==> src/jvl_pkg.sv <==
// Shared constants, types and helpers of the joint velocity limiter.
// No dependencies; used by every module of the block.
`default_nettype none

package jvl_pkg;

   // Block configuration
   localparam int JOINT_COUNT    = 8;
   localparam int VELOCITY_WIDTH = 16;
   localparam int JOINT_SLOTS    = 8;
   localparam int REG_W          = 32;
   localparam int LIMIT_W        = 16;

   // Ratio arithmetic: unsigned Q0.16 plus one bit so that 1.0 fits
   localparam int RATIO_BITS         = 16;
   localparam int RATIO_W            = RATIO_BITS + 1;
   localparam int DIV_BITS_PER_CYCLE = 2;
   localparam int DIV_ITERS          = RATIO_BITS / DIV_BITS_PER_CYCLE;
   localparam int DIV_CNT_W          = $clog2(DIV_ITERS + 1);

   // Derived widths
   localparam int JOINT_IDX_W = $clog2(JOINT_COUNT);
   localparam int CSR_IDX_W   = $clog2(JOINT_SLOTS);
   localparam int REM_W       = VELOCITY_WIDTH + 1;
   localparam int PROD_W      = VELOCITY_WIDTH + RATIO_W;
   localparam int CMP_W       = ((VELOCITY_WIDTH > LIMIT_W) ? VELOCITY_WIDTH : LIMIT_W) + 1;
   localparam int SUM_W       = CMP_W + 2;
   localparam int DATA_W      = JOINT_SLOTS * VELOCITY_WIDTH;

   localparam logic [REG_W-1:0]   LIMITS_RESET = 32'h7FFF_7FFF;
   localparam logic [RATIO_W-1:0] RATIO_ONE    = RATIO_W'(1) << RATIO_BITS;

   typedef logic signed [VELOCITY_WIDTH-1:0] vel_type;
   typedef logic [VELOCITY_WIDTH-1:0]        mag_type;
   typedef logic [LIMIT_W-1:0]               limit_type;
   typedef logic [RATIO_W-1:0]               ratio_type;
   typedef logic [JOINT_IDX_W-1:0]           joint_idx_type;

   // One joint handed to the limit pipeline
   typedef struct packed {
      logic          valid;
      joint_idx_type idx;
      vel_type       vel;
      ratio_type     ratio;
      limit_type     lim;
      limit_type     step;
      vel_type       prev;
   } issue_type;

   // One limited joint coming back for write-back
   typedef struct packed {
      logic          valid;
      joint_idx_type idx;
      vel_type       value;
   } result_type;

   // Magnitude; the most negative value maps to 2^(w-1) unsigned
   function automatic mag_type vel_mag(input vel_type v);
      vel_type neg_v;
      neg_v = -v;
      return v[VELOCITY_WIDTH-1] ? mag_type'(neg_v) : mag_type'(v);
   endfunction

endpackage

`default_nettype wire

==> src/joint_velocity_limiter_top.sv <==
// Each input item is scanned joint by joint; every joint that is over its speed limit takes
// a pass through the shared ratio divider (2 quotient bits per cycle), then the joints are
// streamed through the limit pipeline. The next item can be accepted once the result has
// been loaded; a finished result waits in the output register while the next item is
// accepted. Synchronous active-high reset: limits go to 0x7FFF7FFF, previous outputs to
// zero, nothing in flight.
`default_nettype none

module joint_velocity_limiter_top (
   input  wire logic                          clock,
   input  wire logic                          reset,
   // velocity_0 .. velocity_7, 16 bits each, from the lowest bit up
   input  wire logic [jvl_pkg::DATA_W-1:0]    req_tdata,
   input  wire logic                          req_tvalid,
   output logic                               req_tready,
   // limited_0 .. limited_7, 16 bits each, from the lowest bit up
   output logic [jvl_pkg::DATA_W-1:0]         rsp_tdata,
   output logic                               rsp_tvalid,
   input  wire logic                          rsp_tready,
   input  wire logic                          csr_wr_en,
   input  wire logic [jvl_pkg::CSR_IDX_W-1:0] csr_index,
   input  wire logic [jvl_pkg::REG_W-1:0]     csr_wr_data
);

   localparam int VW = jvl_pkg::VELOCITY_WIDTH;
   localparam int JC = jvl_pkg::JOINT_COUNT;
   localparam jvl_pkg::joint_idx_type JOINT_LAST = jvl_pkg::JOINT_IDX_W'(JC - 1);

   typedef enum logic [5:0] {
      ST_IDLE  = 6'b000001,
      ST_SCAN  = 6'b000010,
      ST_DIV   = 6'b000100,
      ST_APPLY = 6'b001000,
      ST_DRAIN = 6'b010000,
      ST_DONE  = 6'b100000
   } state_type;

   state_type                      state_ff, state_in;
   jvl_pkg::joint_idx_type         joint_ff, joint_in;
   jvl_pkg::ratio_type             ratio_ff, ratio_in;
   logic [jvl_pkg::REG_W-1:0]      limits_ff [JC];
   jvl_pkg::vel_type               prev_ff   [JC];
   jvl_pkg::vel_type               vel_ff    [JC];
   logic                           rsp_valid_ff;
   logic [jvl_pkg::DATA_W-1:0]     rsp_data_ff;
   logic [jvl_pkg::DATA_W-1:0]     pack_data;

   logic                           req_accept;
   logic                           rsp_load;
   logic                           div_start;
   logic                           div_busy;
   logic                           div_done;
   jvl_pkg::limit_type             div_quo;
   jvl_pkg::mag_type               cur_mag;
   jvl_pkg::limit_type             cur_lim;
   logic                           over_limit;
   logic                           last_joint;
   jvl_pkg::issue_type             issue;
   jvl_pkg::result_type            result;

   assign req_tready = (state_ff == ST_IDLE);
   assign req_accept = req_tvalid & req_tready;
   assign rsp_tvalid = rsp_valid_ff;
   assign rsp_tdata  = rsp_data_ff;

   // Current joint as seen by the sequencer
   assign cur_mag    = jvl_pkg::vel_mag(vel_ff[joint_ff]);
   assign cur_lim    = limits_ff[joint_ff][jvl_pkg::LIMIT_W-1:0];
   assign over_limit = jvl_pkg::CMP_W'(cur_mag) > jvl_pkg::CMP_W'(cur_lim);
   assign last_joint = (joint_ff == JOINT_LAST);

   // Configuration registers; indexes past the joint count are dropped
   always_ff @(posedge clock) begin
      if (reset) begin
         for (int i = 0; i < JC; i++) begin
            limits_ff[i] <= jvl_pkg::LIMITS_RESET;
         end
      end else if (csr_wr_en &&
                   ({1'b0, csr_index} < (jvl_pkg::CSR_IDX_W + 1)'(JC))) begin
         limits_ff[csr_index[jvl_pkg::JOINT_IDX_W-1:0]] <= csr_wr_data;
      end
   end

   // Input item capture
   always_ff @(posedge clock) begin
      if (req_accept) begin
         for (int i = 0; i < JC; i++) begin
            vel_ff[i] <= req_tdata[i*VW +: VW];
         end
      end
   end

   // Sequencer: scan for the smallest ratio, then stream joints through limits
   always_comb begin
      state_in  = state_ff;
      joint_in  = joint_ff;
      ratio_in  = ratio_ff;
      div_start = 1'b0;
      rsp_load  = 1'b0;
      issue     = '0;
      unique case (state_ff)
         ST_IDLE: begin
            if (req_accept) begin
               joint_in = '0;
               ratio_in = jvl_pkg::RATIO_ONE;
               state_in = ST_SCAN;
            end
         end
         ST_SCAN: begin
            if (over_limit) begin
               div_start = 1'b1;
               state_in  = ST_DIV;
            end else if (last_joint) begin
               joint_in = '0;
               state_in = ST_APPLY;
            end else begin
               joint_in = joint_ff + jvl_pkg::JOINT_IDX_W'(1);
            end
         end
         ST_DIV: begin
            if (div_done) begin
               if (jvl_pkg::RATIO_W'(div_quo) < ratio_ff) begin
                  ratio_in = jvl_pkg::RATIO_W'(div_quo);
               end
               if (last_joint) begin
                  joint_in = '0;
                  state_in = ST_APPLY;
               end else begin
                  joint_in = joint_ff + jvl_pkg::JOINT_IDX_W'(1);
                  state_in = ST_SCAN;
               end
            end
         end
         ST_APPLY: begin
            issue.valid = 1'b1;
            issue.idx   = joint_ff;
            issue.vel   = vel_ff[joint_ff];
            issue.ratio = ratio_ff;
            issue.lim   = cur_lim;
            issue.step  = limits_ff[joint_ff][jvl_pkg::LIMIT_W +: jvl_pkg::LIMIT_W];
            issue.prev  = prev_ff[joint_ff];
            if (last_joint) begin
               state_in = ST_DRAIN;
            end else begin
               joint_in = joint_ff + jvl_pkg::JOINT_IDX_W'(1);
            end
         end
         ST_DRAIN: begin
            if (result.valid && (result.idx == JOINT_LAST)) begin
               state_in = ST_DONE;
            end
         end
         ST_DONE: begin
            if (!rsp_valid_ff || rsp_tready) begin
               rsp_load = 1'b1;
               state_in = ST_IDLE;
            end
         end
         default: begin
            state_in = ST_IDLE;
         end
      endcase
   end

   always_ff @(posedge clock) begin
      if (reset) begin
         state_ff <= ST_IDLE;
         joint_ff <= '0;
         ratio_ff <= jvl_pkg::RATIO_ONE;
      end else begin
         state_ff <= state_in;
         joint_ff <= joint_in;
         ratio_ff <= ratio_in;
      end
   end

   // Shared ratio divider
   jvl_ratio_div u_div (
      .clock    (clock),
      .reset    (reset),
      .start    (div_start),
      .limit    (cur_lim),
      .divisor  (cur_mag),
      .busy     (div_busy),
      .done     (div_done),
      .quotient (div_quo)
   );

   // Shared limit pipeline
   jvl_limit_unit u_limit (
      .clock  (clock),
      .reset  (reset),
      .issue  (issue),
      .result (result)
   );

   // Previous output vector, written back joint by joint
   always_ff @(posedge clock) begin
      if (reset) begin
         for (int i = 0; i < JC; i++) begin
            prev_ff[i] <= '0;
         end
      end else if (result.valid) begin
         prev_ff[result.idx] <= result.value;
      end
   end

   // Output packing; unused slots read zero
   for (genvar g = 0; g < jvl_pkg::JOINT_SLOTS; g++) begin : g_pack
      if (g < JC) begin : g_used
         assign pack_data[g*VW +: VW] = prev_ff[g];
      end else begin : g_unused
         assign pack_data[g*VW +: VW] = '0;
      end
   end

   // Output register
   always_ff @(posedge clock) begin
      if (reset) begin
         rsp_valid_ff <= 1'b0;
      end else if (rsp_load) begin
         rsp_valid_ff <= 1'b1;
      end else if (rsp_tready) begin
         rsp_valid_ff <= 1'b0;
      end
   end

   always_ff @(posedge clock) begin
      if (rsp_load) begin
         rsp_data_ff <= pack_data;
      end
   end

   // Checks
   a_div_in_div_state: assert property (@(posedge clock) disable iff (reset)
      div_busy |-> (state_ff == ST_DIV))
      else $error("divider busy outside the divide state");

   a_result_in_apply: assert property (@(posedge clock) disable iff (reset)
      result.valid |-> (state_ff == ST_APPLY || state_ff == ST_DRAIN))
      else $error("limit result outside apply or drain");

   a_ratio_range: assert property (@(posedge clock) disable iff (reset)
      ratio_ff <= jvl_pkg::RATIO_ONE)
      else $error("scale ratio above one");

   a_rsp_from_done: assert property (@(posedge clock) disable iff (reset)
      $rose(rsp_valid_ff) |-> $past(state_ff == ST_DONE))
      else $error("result raised outside the done state");

endmodule

`default_nettype wire

==> src/jvl_ratio_div.sv <==
// Iterative restoring divider for the scale ratio limit * 2^16 / |v|.
// Two quotient bits per cycle; depends on jvl_pkg.
`default_nettype none

module jvl_ratio_div (
   input  wire logic               clock,
   input  wire logic               reset,
   input  wire logic               start,
   input  wire jvl_pkg::limit_type limit,
   input  wire jvl_pkg::mag_type   divisor,
   output logic                    busy,
   output logic                    done,
   output jvl_pkg::limit_type      quotient
);

   logic [jvl_pkg::REM_W-1:0]     rem_ff, rem_in;
   logic [jvl_pkg::REM_W-1:0]     dvs_ff;
   jvl_pkg::limit_type            quo_ff, quo_in;
   logic [jvl_pkg::DIV_CNT_W-1:0] cnt_ff;
   logic                          busy_ff;
   logic                          done_ff;

   // Combinational shift-subtract steps; remainder stays below the divisor
   always_comb begin
      logic [jvl_pkg::REM_W-1:0] shifted;
      rem_in = rem_ff;
      quo_in = quo_ff;
      for (int k = 0; k < jvl_pkg::DIV_BITS_PER_CYCLE; k++) begin
         shifted = {rem_in[jvl_pkg::REM_W-2:0], 1'b0};
         if (shifted >= dvs_ff) begin
            rem_in = shifted - dvs_ff;
            quo_in = {quo_in[jvl_pkg::LIMIT_W-2:0], 1'b1};
         end else begin
            rem_in = shifted;
            quo_in = {quo_in[jvl_pkg::LIMIT_W-2:0], 1'b0};
         end
      end
   end

   // Control
   always_ff @(posedge clock) begin
      if (reset) begin
         busy_ff <= 1'b0;
         done_ff <= 1'b0;
         cnt_ff  <= '0;
      end else begin
         done_ff <= 1'b0;
         if (start) begin
            busy_ff <= 1'b1;
            cnt_ff  <= jvl_pkg::DIV_CNT_W'(jvl_pkg::DIV_ITERS);
         end else if (busy_ff) begin
            cnt_ff <= cnt_ff - jvl_pkg::DIV_CNT_W'(1);
            if (cnt_ff == jvl_pkg::DIV_CNT_W'(1)) begin
               busy_ff <= 1'b0;
               done_ff <= 1'b1;
            end
         end
      end
   end

   // Datapath; limit is below the divisor, so it is the first remainder
   always_ff @(posedge clock) begin
      if (start) begin
         rem_ff <= jvl_pkg::REM_W'(limit);
         dvs_ff <= jvl_pkg::REM_W'(divisor);
         quo_ff <= '0;
      end else if (busy_ff) begin
         rem_ff <= rem_in;
         quo_ff <= quo_in;
      end
   end

   assign busy     = busy_ff;
   assign done     = done_ff;
   assign quotient = quo_ff;

endmodule

`default_nettype wire

==> src/jvl_limit_unit.sv <==
// Three-stage limit pipeline shared by all joints: scale multiply,
// speed clamp and difference, step limit and saturation. Depends on jvl_pkg.
`default_nettype none

module jvl_limit_unit (
   input  wire logic               clock,
   input  wire logic               reset,
   input  wire jvl_pkg::issue_type issue,
   output jvl_pkg::result_type     result
);

   localparam int VW = jvl_pkg::VELOCITY_WIDTH;
   localparam int SW = jvl_pkg::SUM_W;
   localparam int CW = jvl_pkg::CMP_W;
   localparam logic signed [SW-1:0] SAT_MAX =
      $signed({{(SW-VW+1){1'b0}}, {(VW-1){1'b1}}});
   localparam logic signed [SW-1:0] SAT_MIN =
      $signed({{(SW-VW+1){1'b1}}, {(VW-1){1'b0}}});

   // Stage 1: |v| times ratio
   logic                          s1_valid_ff;
   jvl_pkg::joint_idx_type        s1_idx_ff;
   logic                          s1_neg_ff;
   logic [jvl_pkg::PROD_W-1:0]    s1_prod_ff, s1_prod_in;
   jvl_pkg::limit_type            s1_lim_ff;
   jvl_pkg::limit_type            s1_step_ff;
   jvl_pkg::vel_type              s1_prev_ff;

   assign s1_prod_in = jvl_pkg::PROD_W'(jvl_pkg::vel_mag(issue.vel))
                       * jvl_pkg::PROD_W'(issue.ratio);

   always_ff @(posedge clock) begin
      if (reset) begin
         s1_valid_ff <= 1'b0;
      end else begin
         s1_valid_ff <= issue.valid;
      end
   end

   always_ff @(posedge clock) begin
      if (issue.valid) begin
         s1_idx_ff  <= issue.idx;
         s1_neg_ff  <= issue.vel[VW-1];
         s1_prod_ff <= s1_prod_in;
         s1_lim_ff  <= issue.lim;
         s1_step_ff <= issue.step;
         s1_prev_ff <= issue.prev;
      end
   end

   // Stage 2: truncate, clamp to the speed limit, restore sign, difference
   logic                    s2_valid_ff;
   jvl_pkg::joint_idx_type  s2_idx_ff;
   jvl_pkg::limit_type      s2_step_ff;
   jvl_pkg::vel_type        s2_prev_ff;
   logic signed [SW-1:0]    s2_x_ff, s2_x_in;
   logic signed [SW-1:0]    s2_d_ff, s2_d_in;

   always_comb begin
      jvl_pkg::mag_type     scaled;
      logic [CW-1:0]        clamped;
      logic signed [SW-1:0] x_pos;
      scaled = s1_prod_ff[jvl_pkg::RATIO_BITS +: VW];
      if (CW'(scaled) > CW'(s1_lim_ff)) begin
         clamped = CW'(s1_lim_ff);
      end else begin
         clamped = CW'(scaled);
      end
      x_pos   = $signed(SW'(clamped));
      s2_x_in = s1_neg_ff ? -x_pos : x_pos;
      s2_d_in = s2_x_in - SW'(s1_prev_ff);
   end

   always_ff @(posedge clock) begin
      if (reset) begin
         s2_valid_ff <= 1'b0;
      end else begin
         s2_valid_ff <= s1_valid_ff;
      end
   end

   always_ff @(posedge clock) begin
      if (s1_valid_ff) begin
         s2_idx_ff  <= s1_idx_ff;
         s2_step_ff <= s1_step_ff;
         s2_prev_ff <= s1_prev_ff;
         s2_x_ff    <= s2_x_in;
         s2_d_ff    <= s2_d_in;
      end
   end

   // Stage 3: step limit (zero difference counts as positive), saturate
   jvl_pkg::result_type result_ff, result_in;

   always_comb begin
      logic [SW-1:0]        d_mag;
      logic signed [SW-1:0] step_s;
      logic signed [SW-1:0] y;
      d_mag  = SW'(s2_d_ff[SW-1] ? -s2_d_ff : s2_d_ff);
      step_s = $signed(SW'(s2_step_ff));
      if (d_mag > SW'(s2_step_ff)) begin
         y = SW'(s2_prev_ff) + (s2_d_ff[SW-1] ? -step_s : step_s);
      end else begin
         y = s2_x_ff;
      end
      if (y > SAT_MAX) begin
         y = SAT_MAX;
      end else if (y < SAT_MIN) begin
         y = SAT_MIN;
      end
      result_in.valid = s2_valid_ff;
      result_in.idx   = s2_idx_ff;
      result_in.value = y[VW-1:0];
   end

   always_ff @(posedge clock) begin
      if (reset) begin
         result_ff.valid <= 1'b0;
      end else begin
         result_ff.valid <= result_in.valid;
      end
      if (s2_valid_ff) begin
         result_ff.idx   <= result_in.idx;
         result_ff.value <= result_in.value;
      end
   end

   assign result = result_ff;

endmodule

`default_nettype wire

==> config.mk <==
export PLATFORM = sky130hd
export DESIGN_NAME = joint_velocity_limiter_top
export DESIGN_NICKNAME = d
export VERILOG_FILES = /design/src/jvl_pkg.sv /design/src/joint_velocity_limiter_top.sv /design/src/jvl_ratio_div.sv /design/src/jvl_limit_unit.sv
export SDC_FILE = /design/constraint.sdc
export NUM_CORES = 2
export LEC_CHECK = 0
export ABC_AREA = 0
export CAP_MARGIN = 20
export CORE_MARGIN = 1
export CORE_UTILIZATION = 65
export DETAILED_ROUTE_END_ITERATION = 12
export DONT_BUFFER_PORTS = 1
export HOLD_SLACK_MARGIN = 0.06
export PLACE_DENSITY_LB_ADDON = 0.3
export SKIP_LAST_GASP = 1
export SYNTH_ARGS = -nofsm -noshare
export SYNTH_HDL_FRONTEND = slang
export SYNTH_SLANG_ARGS = --single-unit
==> constraint.sdc <==
create_clock -name clock -period 11.8 [get_ports clock]
set_clock_uncertainty 0.05 [all_clocks]
set_input_delay 3.54 -clock clock [delete_from_list [all_inputs] [get_ports clock]]
set_output_delay 3.54 -clock clock [all_outputs]
set_load 0.05 [all_outputs]
==> metrics.md <==
| Metric | Value |
|---|---|
| Sequential element share of the synthesized area | 52.77% |
| R2R cell count | 28 |
| Critical-path maximum fanout | 46 |
| Max-cap viol count | 0 |
| First-pass GRT wire length | around 190,000 microns |
| Starting density of the core | about two thirds |
| GRT Total Usage | between 30% and 40% |
| N_diodes | 0 |
| Share of layout cells above drive strength 1 | between 10% and 20% |
| Post-synthesis register bit count | between 800 and 900 |
| Design Area, Final | approximately 54,000 sq um |
| Max rail drop VDD | 0.1442 mV |
| Router iterations before antenna repair | 6 |
| Routed length per instance | approximately 25 microns |
| CP endpoint kind | register |
| Largest stage delay, worst path | roughly 0.78 ns |
| Layout Nets | around 4,400 |
| Outcome | completed |
| Gpl congestion | 0.9689 |
| Worst path slowest cell | xor2_1 |
| # rows | 100 |
| Post-Syn Instances | approximately 3,800 |
| Synth Warn # | 0 |
| Tmin final | just under 10 ns |
| Setup Buffers After CTS | 0 |
| Std-Cell Core Area | around 75,000 sq um |
| Mean post-synth cell area | roughly 13 sq um |
| Via count | between 30,000 and 40,000 |
| P per Cell Area | roughly 130 nW/um^2 |
| Tcrit/Tclk final | 83.82% |
| Clk slew on worst S/H paths | about 0.060 ns |
| Final max-slew violation count | 0 |
| DP Area | 50,520 sq um |
| Slew Limit Headroom | 22.58% |
| Min-Delay Path Class | reg2reg |
| Top_reg_cell synth | edfxtp_1 |
| Crit path kind | reg2reg |
| CTS Buf Count | between 80 and 90 |
| HP Start | u_limit.s1_step_ff[15] |
| Initial antenna violation count | 0 |
| Largest net degree at the start of global routing | 86 |
| Total grt overflow | 0 |
| CTS Root Cell | clkbuf_16 |
| Final ANT Viol Nets | 0 |
| Hold Violations, Final | 0 |
| Lkg Pwr | around 20 nW |
| CP dominant cell by count | fa_1 |
| CTS Buffer Depth | 3 |
| Later-pin clock latency in the skew report | 0.65 ns |
| Post-DP HPWL | approximately 83,000 microns |
| Number of flops mapped to enable cells by yosys | around 830 |
| Async set-reset flop share out of synthesis | 0% |
| Number of remaining DRC errors | 0 |
| CTS H-Tree Depth | 3 |
| Die H | between 200 and 300 microns |
| Final Setup Violations | 0 |
| Post-CTS Resized | 0 |
| Clock Sinks | approximately 900 |
| Vias in the first global route | 31,046 |
| TNS Setup | 0 ns |
| Area growth syn-to-layout | 8.360% |
| Die ar. | ~77,000 sq um |
| Port Buf Inserts | 0 |
| Die W | around 280 microns |
| CTS tree | built |
| Worst slew pin tran | between 1 and 1.5 ns |
| Initial drt markers | around 3,400 |
| Crit path arrival time | 10.21 ns |
| Fillers | between 4,000 and 5,000 |
| WP data required | roughly 12 ns |
| WHS Path Cells | 0 |
| Unique cell type count in the Yosys netlist | 86 |
| RSZ-0062 raised after global routing | false |
| Post-Syn Nets | ~4,400 |
| Cts-stage hold buffer count | 0 |
| Synthesized area | 49,430 sq um |
| Max Freq | ~100 MHz |
| Vias per inst | ~6.4 |
| CP Launch Type | register |
| I/O pin count | between 200 and 300 |
| WL final | 122,100 microns |
layer usage:
layer	vias to the layer above	share of wire (%)	track usage [%]
met5	-	0	0
met4	0	2.8	9.208
met3	273	10	6.140
met2	1729	49	51.78
met1	15505	39	44.11
li1	13569	-	-
cells in the final DEF (no fill, tap or decap), drive strengths merged, types with 13 or more instances in the layout:
cell type,count
clkinv,38
and3,13
nor2,268
o211ai,15
a21oi,87
nand3,43
fa,209
edfxtp,832
o21ai,92
nand2,258
clkbuf,115
a31oi,18
inv,378
xnor2,96
and2,151
buf,64
nand4,25
a21o,40
mux2i,112
a22o,16
mux4,128
nand2b,88
nor3,61
or2,137
mux2,20
nor2b,18
ha,237
or3,74
xor2,43
o21a,16
dfxtp,55
path summary, 6_finish.rpt:
kind | slack, ns | endpoint
hold reg to reg | 0.36 | u_limit.s2_step_ff[15]
setup reg to reg | 1.91 | u_limit.s1_prod_ff[31]
hold / removal | 0.36 | u_limit.s2_step_ff[15]
setup / recovery | 1.91 | u_limit.s1_prod_ff[31]
per-stage QoR:
stage                     hold slack, ns  setup WS (ns)  std cells  utilization [%]  total power, mW
final                             0.3586          1.909       4872            71.59            7.070
after global routing              0.3661          1.531       4872            71.59            7.250
after CTS                         0.3550          1.727       4869            71.53            7.076
after detailed placement          0.3545          1.726       4703            67.52            4.249
after global placement            0.3524          1.959       4702            67.51            4.231
after floorplan                   0.3503          1.588       3818                -            4.067
sequential cells by signal, indices dropped and copies added, names as in the netlist, 3 cells and up, named ones only:
register,count
u_limit.s2_step_ff,16
ratio_ff,17
prev_ff,128
limits_ff,256
state_ff,6
joint_ff,3
u_div.rem_ff,16
u_limit.s1_prev_ff,16
u_div.quotient,16
u_limit.result,20
rsp_tdata,128
u_limit.s1_step_ff,16
u_limit.s1_lim_ff,16
u_limit.s1_idx_ff,3
u_limit.s2_d_ff,19
u_limit.s2_prev_ff,16
u_limit.s1_prod_ff,16
u_limit.s2_idx_ff,3
vel_ff,128
u_limit.s2_x_ff,19
u_div.cnt_ff,4
u_div.dvs_ff,16
cells in the mapped netlist (12+ instances only):
| library cell | number | share of area, % |
|---|---|---|
| a211oi_1 | 12 | 0.18 |
| a21o_1 | 40 | 0.61 |
| a21oi_1 | 87 | 0.88 |
| a22o_1 | 16 | 0.28 |
| a31oi_1 | 18 | 0.23 |
| and2_1 | 151 | 1.9 |
| and3_1 | 13 | 0.16 |
| buf_2 | 27 | 0.27 |
| clkbuf_1 | 97 | 0.74 |
| dfxtp_1 | 55 | 2.2 |
| edfxtp_1 | 832 | 51 |
| fa_1 | 209 | 8.5 |
| ha_1 | 237 | 6.0 |
| inv_1 | 375 | 2.8 |
| mux2_2 | 18 | 0.41 |
| mux2i_1 | 111 | 2.2 |
| mux4_2 | 128 | 5.8 |
| nand2_1 | 258 | 2.0 |
| nand2b_1 | 88 | 1.1 |
| nand3_1 | 43 | 0.44 |
| nand4_1 | 25 | 0.32 |
| nor2_1 | 266 | 2.0 |
| nor2b_1 | 18 | 0.23 |
| nor3_1 | 60 | 0.61 |
| o211ai_1 | 15 | 0.23 |
| o21a_1 | 16 | 0.24 |
| o21ai_0 | 78 | 0.79 |
| or2_2 | 134 | 1.7 |
| or3_1 | 74 | 0.94 |
| xnor2_1 | 96 | 1.7 |
| xor2_1 | 43 | 0.76 |
critical path: cells and delay by family (launching register included):
kind	cells	cell delay, ns
mux	2	1.03
xor+xnor	2	0.92
buf+inv	5	1.22
simple gates	2	0.48
flops	1	0.44
fa+ha+maj	7	3.41
compound gates	10	2.07
logic make-up (layout without fill, tap and decap cells):
logic type | Yosys count | count (layout) | synth area share, %
AO/OA/AOI/OAI | 383 | 383 | 5.227
flip-flops | 887 | 887 | 52.77
XOR/XNOR | 139 | 139 | 2.463
multiplexers | 260 | 260 | 8.578
AND/OR/NAND/NOR | 1180 | 1180 | 12.24
buffers and inverters | 523 | 608 | 4.262
adder cells (fa/ha/maj) | 446 | 446 | 14.46
cell type report:
class	count	area (sq um)	area share, %
repair buffers	64	508.0	0.9483
clock inverters	51	603.1	1.126
well taps	969	1212	2.263
multi-input cells	2408	21320	39.81
flip-flops and latches	887	26100	48.72
inverters	378	1424	2.658
clock buffers	115	2397	4.475
where the power goes:
part | internal, mW | switching [mW] | total [mW]
Combinational | 0.180 | 0.343 | 0.523
Sequential | 3.60 | 0.0754 | 3.68
Clock | 1.65 | 1.22 | 2.87
Note: power is estimated with default switching activity, not from simulation.
